==> config.mk <==
export PLATFORM = sky130hd
export DESIGN_NAME = mbg_ram
export DESIGN_NICKNAME = d
export VERILOG_FILES = /design/src/rtl/mbg_ram.sv
export SDC_FILE = /design/constraint.sdc
export NUM_CORES = 2
export LEC_CHECK = 0
export ABC_CLOCK_PERIOD_IN_PS = 2700
export BUFFER_PORTS_ARGS = -buffer_cell sky130_fd_sc_hd__buf_2
export CORE_MARGIN = 10
export CORE_UTILIZATION = 29
export CTS_CLUSTER_SIZE = 12
export DETAILED_ROUTE_END_ITERATION = 8
export PLACE_DENSITY_LB_ADDON = 0.1
export SLEW_MARGIN = 20
export SYNTH_ARGS = -nofsm -noshare
export SYNTH_HDL_FRONTEND = slang
export SYNTH_SLANG_ARGS = --single-unit
==> constraint.sdc <==
create_clock -name i_clk -period 2.7 [get_ports i_clk]
set_input_delay 0.27 -clock i_clk [delete_from_list [all_inputs] [get_ports i_clk]]
set_output_delay 0.27 -clock i_clk [all_outputs]
set_load 0.01 [all_outputs]
==> src/rtl/mbg_ram.sv <==
module mbg_ram #(
    parameter int WIDTH = 8,
    parameter int DEPTH = 256
) (
    input  logic                     i_clk,
    input  logic                     i_we,
    input  logic [$clog2(DEPTH)-1:0] i_addr,
    input  logic [WIDTH-1:0]         i_wdata,
    output logic [WIDTH-1:0]         o_rdata
);

    logic [WIDTH-1:0] r_mem [DEPTH];
    logic [WIDTH-1:0] r_rdata;

    always_ff @(posedge i_clk) begin
        if (i_we) begin
            r_mem[i_addr] <= i_wdata;
        end
        r_rdata <= r_mem[i_addr];
    end

    assign o_rdata = r_rdata;

endmodule
Word level (Yosys, flattened, before mapping)
Memory sizes are Yosys's and may differ from the RTL's. A register that Yosys moved wholly into a read port is not among the register bits. Index checks and enable logic that the tools add are counted.

Register bits after elaboration: 0. Memory bits (writable): 2048. Input port bits: 18. Output and inout port bits: 8. Word-level logic and storage cells: 3. Memories: 1.

Muxes and demuxes: 2.

Memories: r_mem (depth 256, bits a word 8, rd ports 1, clocked after memory_dff 1, wr ports 1, line 12) `logic [WIDTH-1:0] r_mem [DEPTH];`.

Operators with widths (number): 1-bit 2-to-1 mux (2).

Depth between registers and ports, before layout
Depth after elaboration: 2. Depth in mapped cells: 10. Gate-level depth less buffers: 5.

Worst setup path before layout
No wires, ideal clock.

Kind: in2reg. Start point: input port i_addr[1]. End point: memory r_mem[111][0], enable pin. Library setup time: 0.370 ns. Arrival: 2.119 ns. Required time: 2.330 ns. Setup slack: 0.211 ns. Stages on the path: 9. Buffers on the path: 5. Cell sequence: buf_2 clkbuf_1 clkbuf_1 nand2_1 buf_2 nor2_1 nand2_1 clkbuf_1 nor2_1.

RTL lines: start, declared (line 7) `input logic [$clog2(DEPTH)-1:0] i_addr,`; end, declared (line 12).

Straight into the memory's write port.

==> summary by stage <==
Run status
The flow ran to the end, and the final reports show no timing, DRC or antenna violations.

Finish
At the end of the flow, the number of nets in the layout was roughly 4300. The post-layout instance count excluding filler cells is roughly 8000. The post-route netlist has a little over a third of its cells at a drive strength greater than 1.

The post-synthesis to final-layout area growth is 22.2%.

Timing
At the pin with the least slew margin, the transition time is between 1000 and 1500 ps. Static timing analysis puts the maximum clock frequency at between 0.3 and 0.4 GHz. Across all setup checks in the final design, the least slack found is 48.1 ps. The final number of max-transition violations was 0. The final count of negative-setup-slack endpoints is 0. The portion of the clock cycle consumed by the worst path in the final layout is between 90 and 100%. Setup repair after global routing left no endpoint under its margin. The worst pin sits at a relative slew slack of 28.7%. The final setup skew is slightly below 80 ps. The time the worst path needs with I/O delays and setup is between 2000 and 3000 ps. The count of final hold-check violations is 0.

Floorplan
In this run the standard cell core region covers approximately 270000 µm². The number of primary I/O pins is 26. The initialized floorplan defines 190 standard-cell rows.

The die area is about 290000 µm². The effective utilization at floorplan is between 20% and 30%. The floorplan step set the die width to 540 µm.

In this run the vertical extent of the chip is 540 µm.

Global route
The number of antenna violations at the first check in global routing is 14. The maximum number of pins on one net before global-route repair is 93. The via count of the first global-routing pass is ~41000. The global-route wire length before repair is 330000 µm. The global routing usage summed across all routing layers is about 16%. Summed over all layers, the global routing overflow is 0.

Yosys
The number of warnings printed during yosys synthesis is 0. The synthesized netlist devotes about 1.7% of its cell area to simple gates. The number of distinct library cells after synthesis is 22. The synthesized netlist occupies a cell area of a little under 80000 µm².

The post-synthesis cell count is 3547. After synthesis, the largest family of logic cells by area is multiplexers. The xor and xnor area share after synthesis is 0%.

After Yosys synthesis, full adders, half adders and majority gates account for 0% of the synthesized area. The number of nets handed over by synthesis was between 3000 and 4000. The synthesized netlist devotes under 10% of its cell area to compound gates.

The average size of a mapped cell is between 20 and 25 µm². In this run, synthesis produced a sequential element count of between 2000 and 2500. The share of cell area taken by muxes after synthesis is 14.7%. The share of the Yosys chip area taken by registers is 78.6%.

Clock network
The number of sinks on the clock net is between 2000 and 2500. The post-CTS setup buffer count is 0. The clock reaches the later pin of the worst-skew pair after 900 ps.

The count of H-tree levels built during CTS is 4. The number of clock buffers added by TritonCTS is around 240. The clock transition at the registers of the reported paths is 60 ps. No sink is reached through more buffers than the 4 on the longest clock path.

The clock root buffer is sky130_fd_sc_hd__clkbuf_16. TritonCTS built the clock tree.

Pwr
The power per standard cell area is 717 nW/µm². The worst voltage drop across the vdd grid is approximately 0.0005 V. Summed over all cells, the static leakage comes to around 30 nW.

Route
Before antenna repair, the detailed router went through 5 iterations. The count of nets left with antenna violations once routing finished came out at 0. The final layout contains routed wiring with a total length of approximately 240000 µm.

The routed wirelength normalized by instance count is between 20 and 30 µm. For this block, the initial DRC count from the detailed router was roughly 3600. The routed layout has around 40000 vias. Using the TritonRoute via totals, the vias-per-cell ratio works out to a little under 5. The DRC violations left is 0.

Place
The number of buffers inserted by port buffering is 25. The sum of net half-perimeters after detailed placement is around 150000 µm. The worst setup slack after placement is -879 ps.

Once placement completed, the tool counted placed cells totaling around 7600. The final weighted congestion of routability-driven global placement is approximately 0.76.

Setup path
In this run the critical register-to-register path is captured at o_rdata[3]. The slowest stage of the critical path belongs to the cell sky130_fd_sc_hd__o41ai_1. Along the worst path, the maximum fanout reaches 1. Data on the critical path is required at its endpoint by 3470 ps. The signal on the critical path passes through mux4_2 -> a22oi_1 -> a21oi_1 -> o41ai_1 -> buf_4 -> nand4_1. In this run the worst setup path begins at r_mem[35][3].

The path depth of the worst reg2reg path is 6. The flop-to-flop setup slack is between 40 and 50 ps. STA classifies the critical path startpoint as a flop. The source of the worst register-to-register timing path is r_mem[35][3]. In this run the worst setup path terminates at o_rdata[3]. The critical path start-end classification is flop to flop. For the worst setup path, the data arrival time is roughly 3400 ps.

STA classifies the critical path endpoint as a flop. On the worst path, the slowest cell contributes a delay of between 700 and 800 ps.

Min path
The path class of the tightest hold or removal check is input pin to flop.

Run
The reported max-cap violation count is 0.
==> worst min-delay path by stage <==
stage          slack [ps]       start      endpoint  depth (start not counted)
3_5_place_dp          660  i_wdata[6]   r_mem[3][6]                          1
2_1_floorplan         370  i_wdata[0]   r_mem[0][0]                          0
3_3_place_gp          660  i_wdata[6]   r_mem[0][6]                          1
5_1_grt               120        i_we  r_mem[72][2]                          5
6_report              150        i_we  r_mem[72][2]                          5
4_1_cts                80        i_we  r_mem[72][2]                          5
==> sequential cells by signal (all words and copies together) (netlist names) <==
signal / flops
r_mem: 2048
o_rdata: 8
==> worst max-delay path, delay by kind of cell (launching register included) <==
family          cells  cell delay [ps]
buf+inv             1              260
compound gates      3             1300
simple gates        1              100
flops               1              360
mux                 1              500
==> per-stage QoR <==
step / total power, mW / TNS [ps] / utilization [%] / instance area, µm² / hold WS [ps]
detailed placement: 39.7 / -29930 / 33.0 / 88700 / 656
global route: 71.1 / 0 / 35.7 / 95900 / 125
CTS: 69.8 / 0 / 35.7 / 95900 / 76.6
global placement: 39.7 / -38190 / 33.0 / 88700 / 657
floorplan: 37.5 / 0 / - / 78500 / 369
finish: 68.7 / 0 / 35.7 / 95900 / 150
==> cell usage in the layout, fill, tap and decap left out, types with 4 or more instances in the layout <==
cell type and n:
sky130_fd_sc_hd__mux4_2 512, sky130_fd_sc_hd__nor2_1 229, sky130_fd_sc_hd__nor3_1 30, sky130_fd_sc_hd__o41ai_1 27
sky130_fd_sc_hd__clkinv_2 40, sky130_fd_sc_hd__clkbuf_16 236, sky130_fd_sc_hd__dlygate4sd3_1 8, sky130_fd_sc_hd__nand3_1 5
sky130_fd_sc_hd__clkbuf_1 52, sky130_fd_sc_hd__buf_4 574, sky130_fd_sc_hd__a22oi_1 256, sky130_fd_sc_hd__a21oi_1 128
sky130_fd_sc_hd__dfxtp_1 8, sky130_fd_sc_hd__clkinv_1 51, sky130_fd_sc_hd__diode_2 5, sky130_fd_sc_hd__buf_2 15
sky130_fd_sc_hd__buf_12 112, sky130_fd_sc_hd__nand2_2 8, sky130_fd_sc_hd__nand2_1 20, sky130_fd_sc_hd__nand4_1 8
sky130_fd_sc_hd__clkinv_16 4, sky130_fd_sc_hd__buf_8 10, sky130_fd_sc_hd__o41ai_2 5, sky130_fd_sc_hd__edfxtp_1 2048
sky130_fd_sc_hd__nor2b_1 5, sky130_fd_sc_hd__bufinv_16 13, sky130_fd_sc_hd__nand2b_1 4, sky130_fd_sc_hd__nand3_2 8
==> layer usage <==
metal / vias to the layer above / wire length, µm / GRT usage [%]
met5: - / 7 / 0
li1: 16557 / - / -
met4: 2 / 5040 / 3.54
met2: 936 / 114000 / 25.8
met3: 285 / 10900 / 2.57
met1: 21363 / 106000 / 22.0
==> what timing repair did <==
action / in CTS / in global routing
hold buffers: 8 / 0
gates resized for setup: 4 / 1
endpoints found under the hold margin: 425 / 0
endpoints found under the setup margin: 2 / 1
==> cell usage after synthesis <==
cell type                  count  area [µm²]
sky130_fd_sc_hd__buf_6        16         180
sky130_fd_sc_hd__a22oi_1     256        1920
sky130_fd_sc_hd__buf_4        16         120
sky130_fd_sc_hd__mux4_2      512       11500
sky130_fd_sc_hd__nand4_1       8        50.1
sky130_fd_sc_hd__nor2_1      232         871
sky130_fd_sc_hd__dfxtp_1       8         160
sky130_fd_sc_hd__or2_2         2        12.5
sky130_fd_sc_hd__or3_1         1        6.26
sky130_fd_sc_hd__a21oi_1     128         641
sky130_fd_sc_hd__nand2b_1      6        37.5
sky130_fd_sc_hd__edfxtp_1   2048       61500
sky130_fd_sc_hd__clkbuf_1    145         544
sky130_fd_sc_hd__nand3_1      13        65.1
sky130_fd_sc_hd__o41ai_1      32         280
sky130_fd_sc_hd__inv_1         1        3.75
sky130_fd_sc_hd__buf_1        19        71.3
sky130_fd_sc_hd__nand2_1      28         105
sky130_fd_sc_hd__nor2b_1       7        43.8
sky130_fd_sc_hd__nor3_1       30         150
sky130_fd_sc_hd__and2_1        3        18.8
sky130_fd_sc_hd__buf_2        36         180
==> report_power, final <==
part | internal (mW) | switching (mW) | total [mW]
clock network | 17.1 | 12.7 | 29.8
logic | 1.46 | 2.23 | 3.69
registers | 35.2 | 0.0663 | 35.3
total | 53.8 | 15.0 | 68.7
==> cells by family (layout without fill, tap and decap cells) <==
family	after synthesis	after routing
flops	2056	2056
mux	512	512
buf+inv	233	1120
simple gates	330	330
compound gates	416	416
other cells	0	5
==> cell type report <==
class,instances,area [µm²]
Antenna cell,5,12.5
Clock buffer,288,6100
Clock inverter,112,957
Fill cell,24936,173000
Inverter,1,3.75
Multi-Input combinational cell,1258,15900
Sequential cell,2056,61700
Tap cell,3552,4440
Timing Repair Buffer,719,6860
Note: power is estimated with default switching activity, not from simulation.
